===== config.mk =====
export PLATFORM = sky130hd
export DESIGN_NAME = positional_shift_list_top
export DESIGN_NICKNAME = d
export VERILOG_FILES = /design/src/design/psl_pkg.sv /design/src/design/psl_cell.sv /design/src/design/positional_shift_list_top.sv
export SDC_FILE = /design/constraint.sdc
export NUM_CORES = 1
export LEC_CHECK = 0
export BUFFER_PORTS_ARGS = -buffer_cell sky130_fd_sc_hd__buf_4
export CAP_MARGIN = 20
export CORE_UTILIZATION = 43
export DETAILED_ROUTE_END_ITERATION = 16
export PLACE_DENSITY_LB_ADDON = 0.3
export REMOVE_ABC_BUFFERS = 1
export SKIP_CTS_REPAIR_TIMING = 1
export SYNTH_ARGS = -nofsm -noshare
export SYNTH_HDL_FRONTEND = slang
export SYNTH_SLANG_ARGS = --single-unit

===== constraint.sdc =====
create_clock -name clk -period 6.2 [get_ports clk]
set_clock_uncertainty 0.05 [all_clocks]
set_input_delay 0.62 -clock clk [delete_from_list [all_inputs] [get_ports clk]]
set_output_delay 0.62 -clock clk [all_outputs]
set_load 0.05 [all_outputs]

===== src/design/psl_pkg.sv =====
// Shared types and codes for the positional shift list.
`default_nettype none

package psl_pkg;

  localparam int POS_W   = 5;
  localparam int DATA_W  = 32;
  localparam int COUNT_W = 5;

  localparam logic [1:0] KIND_READ   = 2'd0;
  localparam logic [1:0] KIND_INSERT = 2'd1;
  localparam logic [1:0] KIND_REMOVE = 2'd2;

  localparam logic [1:0] ST_DONE  = 2'd0;
  localparam logic [1:0] ST_RANGE = 2'd1;
  localparam logic [1:0] ST_FULL  = 2'd2;

  // Broadcast to every cell of the row.
  typedef struct packed {
    logic             ins;
    logic             rem;
    logic [POS_W-1:0] pos;
  } cmd_t;

endpackage

`default_nettype wire


===== src/design/psl_cell.sv =====
// One storage cell of the list row: holds an entry, loads it or takes a neighbour's.
`default_nettype none

module psl_cell #(
  parameter int WIDTH = 32,
  parameter int INDEX = 0
) (
  input  wire logic             clk,
  input  wire psl_pkg::cmd_t    cmd,
  input  wire logic [WIDTH-1:0] elem,
  input  wire logic [WIDTH-1:0] left,
  input  wire logic [WIDTH-1:0] right,
  output logic      [WIDTH-1:0] value
);

  localparam logic [31:0] IDX = 32'(INDEX);

  logic [31:0] pos_w;
  logic        above;
  logic        at;

  assign pos_w = 32'(cmd.pos);
  assign above = IDX > pos_w;
  assign at    = IDX == pos_w;

  always_ff @(posedge clk) begin
    if (cmd.ins && above) begin
      // shift up: take the entry below
      value <= left;
    end else if (cmd.ins && at) begin
      value <= elem;
    end else if (cmd.rem && (above || at)) begin
      // shift down: take the entry above
      value <= right;
    end
  end

endmodule

`default_nettype wire


===== src/design/positional_shift_list_top.sv =====
// Top level of the positional shift list: count, request decode, cell row, result register.
//
//  channel | valid     | stall     | payload
//  --------+-----------+-----------+------------------------------------------
//  request | in_valid  | in_stall  | kind, position, element_value
//  result  | out_valid | out_stall | status, read_value, entry_count_out
//
// One word a cycle while in_stall is low: an insert or remove shifts the cells at and above
// the position in the accepting cycle; the result is in the output register the next cycle.
// Reset clears the count and out_valid; entry contents and the result fields are not cleared.
// A result held by out_stall stalls the request side until it is taken.
`default_nettype none

module positional_shift_list_top #(
  parameter int DEPTH         = 16,
  parameter int ELEMENT_WIDTH = 32
) (
  input  wire logic                         clk,
  input  wire logic                         rst,
  input  wire logic                         in_valid,
  output logic                              in_stall,
  input  wire logic [1:0]                   kind,
  input  wire logic [psl_pkg::POS_W-1:0]    position,
  input  wire logic [psl_pkg::DATA_W-1:0]   element_value,
  output logic                              out_valid,
  input  wire logic                         out_stall,
  output logic      [1:0]                   status,
  output logic      [psl_pkg::DATA_W-1:0]   read_value,
  output logic      [psl_pkg::COUNT_W-1:0]  entry_count_out
);

  localparam int EW    = ELEMENT_WIDTH;
  localparam int DW    = psl_pkg::DATA_W;
  localparam int OW    = psl_pkg::COUNT_W;
  localparam int CW    = $clog2(DEPTH + 1);
  localparam int IW    = $clog2(DEPTH);
  localparam int CMP_W = (CW > psl_pkg::POS_W) ? CW : psl_pkg::POS_W;

  logic [CW-1:0]    count;
  logic [CW-1:0]    count_next;
  logic             accept;
  logic [CMP_W-1:0] pos_ext;
  logic [CMP_W-1:0] count_ext;
  logic             pos_lt;
  logic             pos_le;
  logic             full;
  logic [IW-1:0]    rd_idx;
  logic [1:0]       status_next;
  logic [DW-1:0]    read_next;
  logic             do_ins;
  logic             do_rem;
  logic [EW-1:0]    elem;
  logic [EW-1:0]    vals [DEPTH];
  psl_pkg::cmd_t    cmd;

  assign in_stall  = out_valid && out_stall;
  assign accept    = in_valid && !in_stall;
  assign pos_ext   = CMP_W'(position);
  assign count_ext = CMP_W'(count);
  assign pos_lt    = pos_ext < count_ext;
  assign pos_le    = pos_ext <= count_ext;
  assign full      = count == CW'(DEPTH);
  assign rd_idx    = pos_ext[IW-1:0];
  assign elem      = EW'(element_value);

  always_comb begin
    status_next = psl_pkg::ST_RANGE;
    read_next   = '0;
    count_next  = count;
    do_ins      = 1'b0;
    do_rem      = 1'b0;
    case (kind)
      psl_pkg::KIND_READ: begin
        if (pos_lt) begin
          status_next = psl_pkg::ST_DONE;
          read_next   = DW'(vals[rd_idx]);
        end
      end
      psl_pkg::KIND_INSERT: begin
        if (pos_le) begin
          if (full) begin
            status_next = psl_pkg::ST_FULL;
          end else begin
            status_next = psl_pkg::ST_DONE;
            count_next  = count + CW'(1);
            do_ins      = 1'b1;
          end
        end
      end
      psl_pkg::KIND_REMOVE: begin
        if (pos_lt) begin
          status_next = psl_pkg::ST_DONE;
          count_next  = count - CW'(1);
          do_rem      = 1'b1;
        end
      end
      default: begin
        status_next = psl_pkg::ST_RANGE;
      end
    endcase
  end

  assign cmd.ins = accept && do_ins;
  assign cmd.rem = accept && do_rem;
  assign cmd.pos = position;

  for (genvar i = 0; i < DEPTH; i++) begin : g_cell
    logic [EW-1:0] left;
    logic [EW-1:0] right;
    if (i == 0) begin : g_first
      assign left = elem;
    end else begin : g_left
      assign left = vals[i-1];
    end
    if (i == DEPTH - 1) begin : g_last
      assign right = vals[i];
    end else begin : g_right
      assign right = vals[i+1];
    end
    psl_cell #(
      .WIDTH (EW),
      .INDEX (i)
    ) u_cell (
      .clk   (clk),
      .cmd   (cmd),
      .elem  (elem),
      .left  (left),
      .right (right),
      .value (vals[i])
    );
  end

  always_ff @(posedge clk) begin
    if (rst) begin
      count     <= '0;
      out_valid <= 1'b0;
    end else begin
      if (accept) begin
        count           <= count_next;
        out_valid       <= 1'b1;
        status          <= status_next;
        read_value      <= read_next;
        entry_count_out <= OW'(count_next);
      end else if (!out_stall) begin
        out_valid <= 1'b0;
      end
    end
  end

`ifndef SYNTH
  a_count_bound: assert property (@(posedge clk) disable iff (rst)
    count <= CW'(DEPTH))
    else $error("entry count above capacity");

  a_count_matches: assert property (@(posedge clk) disable iff (rst)
    out_valid |-> entry_count_out == OW'(count))
    else $error("reported count differs from held count");

  a_insert_grows: assert property (@(posedge clk) disable iff (rst)
    cmd.ins |=> count == $past(count) + CW'(1))
    else $error("insert did not grow the list");

  a_fail_zero: assert property (@(posedge clk) disable iff (rst)
    out_valid && status != psl_pkg::ST_DONE |-> read_value == '0)
    else $error("failed request returned a nonzero word");
`endif

endmodule

`default_nettype wire


# Word level (Yosys, flattened, before mapping)

Index checks and enable logic that the tools add are counted.

Output and inout port bits: 41
Input port bits: 43
Flip-flop bits (word level): 557

Multiplexer cells: 65
Equality and inequality tests: 19
$lt $le $gt $ge: 19
Reductions and logical operators: 88
Add/sub/neg operators: 2
Bitwise operators: 2

Operators with widths:

| kind                                                                 | count |
|---|---|
| 32-bit two-way mux                                                   | 49 |
| 32-bit binary-select mux with 4-bit select                           | 1 |
| 1-bit logical AND                                                    | 51 |
| 3-bit nonzero test                                                   | 15 |
| 4-bit by 5-bit == test with 1-bit output (first input constant)      | 8 |
| 4-bit by 5-bit > comparator with 1-bit output (first input constant) | 8 |
| 32-bit logical NOT                                                   | 1 |
| 3-bit by 5-bit == test with 1-bit output (first input constant)      | 4 |
| 3-bit by 5-bit > comparator with 1-bit output (first input constant) | 4 |
| 1-bit logical OR                                                     | 15 |
| 5-bit two-way mux                                                    | 3 |
| 2-bit by 5-bit == test with 1-bit output (first input constant)      | 2 |
| 1-bit by 5-bit > comparator with 1-bit output (first input constant) | 2 |
| 2-bit by 5-bit > comparator with 1-bit output (first input constant) | 2 |
| 5-bit case mux with 2 select lines                                   | 1 |
| 1-bit two-way mux                                                    | 8 |
| 5-bit by 1-bit adder with 5-bit output (second input constant)       | 1 |
| 1-bit by 5-bit == test with 1-bit output (first input constant)      | 1 |
| 5-bit == test (second input constant)                                | 1 |
| 5-bit greater-or-equal comparator (second input constant)            | 1 |
| 5-bit less-or-equal comparator                                       | 1 |
| 5-bit less-than comparator                                           | 1 |
| 4-bit NOT with 5-bit output                                          | 1 |
| 5-bit by 1-bit subtractor with 5-bit output (second input constant)  | 1 |
| 11 further kinds                                                     | 13 |

# Logic depth before layout (Yosys ltp)

Depth in word-level cells: 8
Depth in mapped cells: 12

# Hierarchy

From an unflattened synthesis, not the netlist that was laid out.

Cells, all modules: 2884
Area total of the unflattened synthesis: 35290.1 sq um

By module, submodules not included:

| module                       | area an instance (sq um) | seq. area each (sq um) | instances | cells an instance |
|---|---|---|---|---|
| positional_shift_list_top    | 6303.5                   | 1291.2                 | 1         | 474 |
| psl_cell (g_cell[8].u_cell)  | 2139.6                   | 960.9                  | 1         | 224 |
| psl_cell (g_cell[4].u_cell)  | 2092.0                   | 960.9                  | 1         | 191 |
| psl_cell (g_cell[11].u_cell) | 1989.4                   | 960.9                  | 1         | 181 |
| psl_cell (g_cell[2].u_cell)  | 1931.9                   | 960.9                  | 1         | 189 |
| psl_cell (g_cell[5].u_cell)  | 1920.6                   | 960.9                  | 1         | 194 |
| psl_cell (g_cell[10].u_cell) | 1914.3                   | 960.9                  | 1         | 193 |
| psl_cell (g_cell[7].u_cell)  | 1869.3                   | 960.9                  | 1         | 179 |
| psl_cell (g_cell[3].u_cell)  | 1834.3                   | 960.9                  | 1         | 142 |
| psl_cell (g_cell[6].u_cell)  | 1775.5                   | 960.9                  | 1         | 115 |
| psl_cell (g_cell[1].u_cell)  | 1751.7                   | 960.9                  | 1         | 148 |
| psl_cell (g_cell[13].u_cell) | 1664.1                   | 960.9                  | 1         | 121 |
| psl_cell (g_cell[12].u_cell) | 1661.6                   | 960.9                  | 1         | 116 |
| psl_cell (g_cell[14].u_cell) | 1656.6                   | 960.9                  | 1         | 117 |
| 3 more rows                  | --                       | --                     | --        | -- |

# Worst setup path before layout

OpenSTA, ideal clock, no wires.

Kind: in2reg
Start point: input port position[0] (netlist name)
End point: register g_cell[14].u_cell.value[0], enable pin
Required time: 5.689 ns
Arrival time: 4.703 ns
Cell stages on the path: 11
Path slack: 0.986 ns
Cells stage by stage: clkbuf_1 inv_1 ha_1 inv_1 or4_1 o21a_2 buf_4 buf_4 nand2_1 nand2_1 nor3_1

Word-level cells in the longest chain between the ends: 6
Elaborated cells on any way between the ends: 15
Those cells by class: order compare (3); eq/ne (1); mux (4); reduce/logical (7)

Ends and longest elaborated chain:

| item                                                                         | line                                                               | text |
|---|---|---|
| start: declaration                                                           | positional_shift_list_top.sv:23                                    | `input wire logic [psl_pkg::POS_W-1:0] position,` |
| 5-bit less-than comparator or 5-bit less-or-equal comparator (tied branches) | positional_shift_list_top.sv:60, positional_shift_list_top.sv:61   |  |
| 1-bit two-way mux (on tied branches)                                         | positional_shift_list_top.sv:91, positional_shift_list_top.sv:80   |  |
| 1-bit two-way mux                                                            | positional_shift_list_top.sv:72                                    | `case (kind)` |
| 1-bit logical AND (on tied branches)                                         | positional_shift_list_top.sv:104, positional_shift_list_top.sv:103 |  |
| 1-bit logical AND (on tied branches)                                         | psl_cell.sv:32, psl_cell.sv:27, psl_cell.sv:30                     |  |
| 3-bit nonzero test (no line) *                                               | --                                                                 |  |
| end signal: assignment                                                       | psl_cell.sv:29                                                     | `value <= left;` |
| end signal: assignment                                                       | psl_cell.sv:31                                                     | `value <= elem;` |
| end signal: assignment                                                       | psl_cell.sv:34                                                     | `value <= right;` |
| end: declaration                                                             | psl_cell.sv:13                                                     | `output logic [WIDTH-1:0] value` |

Mark *: on every way between the ends. The rest lies on a longest branch, timed or not.
A chain may end at the register's enable or synchronous reset.

# Worst setup path after layout

Start point: register count[3]
End point: register g_cell[12].u_cell.value[18] (data pin)

Word-level cells in the longest chain between the ends: 8
Elaborated cells on any way between the ends: 10
Those cells by class: order compare (1); eq/ne (1); mux (5); reduce/logical (3)

Ends and longest elaborated chain:

| item                                                                   | line                             | text |
|---|---|---|
| start: declaration                                                     | positional_shift_list_top.sv:39  | `logic [CW-1:0] count;` |
| start signal: assignment                                               | positional_shift_list_top.sv:139 | `count <= count_next;` |
| branches (longest 2 deep; another with 5-bit less-or-equal comparator) | --                               |  |
| 1-bit two-way mux *                                                    | positional_shift_list_top.sv:80  | `if (pos_le) begin` |
| 1-bit two-way mux *                                                    | positional_shift_list_top.sv:72  |  |
| 1-bit logical AND *                                                    | positional_shift_list_top.sv:103 | `assign cmd.ins = accept && do_ins;` |
| 1-bit logical AND                                                      | psl_cell.sv:30                   | `end else if (cmd.ins && at) begin` |
| 32-bit two-way mux                                                     | psl_cell.sv:30                   |  |
| 32-bit two-way mux *                                                   | psl_cell.sv:27                   | `if (cmd.ins && above) begin` |
| end signal: assignment                                                 | psl_cell.sv:29                   |  |
| end signal: assignment                                                 | psl_cell.sv:31                   |  |
| end signal: assignment                                                 | psl_cell.sv:34                   |  |
| end: declaration                                                       | psl_cell.sv:13                   |  |

Every way passes the cells marked *.

==> run metrics <==
Ant. Diodes 0; H-tree depth 2; drt total wl around 100,000 um; crit-path max FO 26; Worst VDD drop 0.207 mV; Hold WS 162 ps; ys flop type edfxtp_1; core outline area 71,600 um2; RSZ-0062 raised after global routing false; largest net degree at the start of global routing 97; root buf cell clkbuf_16; Layout fillers 6,285; largest area contributor in the synthesized netlist edfxtp_1; register-to-register setup slack between 1500 and 2000 ps; layout cell share with drive strength beyond 1 0.188; most frequent cells in the layout edfxtp_1, nand2_1, nor2_1; relative slew slack 0.229; Post-Syn Area 31,100 um2; via count 23,900; Design Power roughly 8.3 mW; Synth top area share 0.531; CP cell instances inv_1 > ha_1 > nand4_1 > or4_1 > o21a_2 > or4_2 > buf_4 > mux2i_1 > a21oi_1; Die W 271 um; CP max stage cell or4_2; I/O Pins 84; Starting Density 0.435; Core Rows between 90 and 100; EDFF count, synth 551; detailed-placement wirelength estimate approximately 59,000 um; area grow syn2layout 10.8%; Worst-path clk slew around 60 ps; fin area 34,500 um2; Largest delay share family, worst path simple AND/OR/NAND/NOR gates; Reg2Reg Depth 9; Overflow after GRT 0; GRT Total Usage 0.276; WHS Path Cells 2; R2R Path Start count[3]; top cells by area, synth edfxtp_1, mux4_2, nand2_1; power per cell area 241 nW/um2; Hold Path Sink out_valid; Worst-Skew Late Latency 650 ps; most common cell after layout, fill and taps aside edfxtp_1; Period minus WS final 4420 ps; asr flop ratio synth 0; synth unique cells 62; Syn Area/Cell 11.9 um2; register bit total from synthesis between 500 and 600; DR WL/cell ~29 um; vias per cell roughly 6.7; reg2reg end g_cell[12].u_cell.value[18]; Worst Path Required 6510 ps; GPL Wtd Cong 0.866; Critical Path AT 4730 ps; Max Cap Viol 0; actual slew at the worst max-slew pin 1160 ps; nets between 2,000 and 3,000; Worst Setup End Kind flop; initial antenna violation count 1; vias in the first global route between 20,000 and 25,000; post-route ant nets 0; # DRC 0; Mapped Cells between 2,000 and 3,000; Max stage delay on crit path 1160 ps; clock sinks roughly 560; final hold vios 0; Die Footprint 73,500 um2; synthesis warning total 0; CTS Buf Count 59; CTS max path bufs 3; Period Utilization, post-route 0.713; sequential area share after synthesis 0.535; Pre-antenna DRT Iters 9; launching element type of the critical path flop; hold path startpoint in_valid; Slew Viols, Final 0; CP bufs+invs 2; Lkg Pwr approximately 13 nW; Post-DP Area between 30,000 and 40,000 um2; IO buf count 83; Setup CP Type reg2reg; Hold Path Class in2reg; CTS tree built; Setup TNS 0 ps; die span in y 271 um; fmax 226 MHz; status complete, no violations; global-route wire length before repair 152,000 um; Starting DRT DRC Count 3,597; setup violators final 0
[synth_stat cells, types with 24 or more instances]
| master | number |
|---|---|
| nor2_1 | 223 |
| mux2i_1 | 128 |
| clkbuf_1 | 168 |
| a21oi_1 | 108 |
| and3_1 | 34 |
| buf_1 | 30 |
| nand2_1 | 441 |
| o21ai_0 | 66 |
| a22oi_1 | 124 |
| a31oi_1 | 92 |
| edfxtp_1 | 551 |
| a22o_1 | 65 |
| inv_1 | 28 |
| buf_2 | 48 |
| mux2_2 | 48 |
| o21ai_1 | 28 |
| mux4_2 | 160 |
| a21o_1 | 66 |
| a32oi_1 | 24 |
| nand3_1 | 35 |
[layout make-up]
type | count | area (um2) | area share
Clock buffer | 75 | 1580 | 0.0458
Clock inverter | 29 | 223 | 0.00646
Inverter | 28 | 105 | 0.00305
Multi-Input combinational cell | 1768 | 13500 | 0.392
Sequential cell | 557 | 16700 | 0.483
Tap cell | 950 | 1190 | 0.0345
Timing Repair Buffer | 148 | 1200 | 0.0349
[worst max path at each step]
stage / from / end / depth (start not counted)
global placement: position[2] / g_cell[12].u_cell.value[17] / 9
finish: count[3] / g_cell[12].u_cell.value[18] / 9
floorplan: position[4] / g_cell[4].u_cell.value[0] / 6
global route: count[3] / g_cell[12].u_cell.value[18] / 9
detailed placement: position[2] / g_cell[12].u_cell.value[19] / 9
CTS: count[3] / g_cell[12].u_cell.value[18] / 9
[sequential cells by signal, summed over array words and instances, names as in the netlist]
name / cells
entry_count_out: 5
status: 2
read_value: 32
out_valid: 1
g_cell.u_cell.value: 512
count: 5
[logic make-up after synthesis]
kind of cell,Yosys count,share of synthesized area
adder cells (fa/ha/maj),12,0.00482
flip-flops,557,0.535
multiplexers,352,0.180
buffers and inverters,287,0.0390
AO/OA/AOI/OAI,616,0.135
AND/OR/NAND/NOR,788,0.106
[metrics by stage]
step	worst slack (ps)	util	std cells
6_report	1780	0.482	3555
2_1_floorplan	-367	-	2353
3_3_place_gp	1510	0.456	3450
4_1_cts	1850	0.481	3554
3_5_place_dp	1440	0.456	3450
5_1_grt	1670	0.482	3555
[where the power goes]
part | internal [mW] | leakage (nW) | switching (mW)
combinational | 0.243 | 6.74 | 0.419
clock | 1.91 | 0.878 | 1.56
sequential | 4.15 | 5.04 | 0.0279
total | 6.30 | 12.7 | 2.01
[metal layers]
metal / part of all wire / global-route usage / vias to the layer above / wire (um)
li1: - / - / 9943 / -
met1: 0.38 / 0.374 / 11900 / 39300
met2: 0.45 / 0.430 / 1760 / 46600
met3: 0.13 / 0.0666 / 289 / 12900
met4: 0.040 / 0.102 / 2 / 4160
met5: 0.00013 / 0 / - / 13
(Power assumes the default switching activity.)
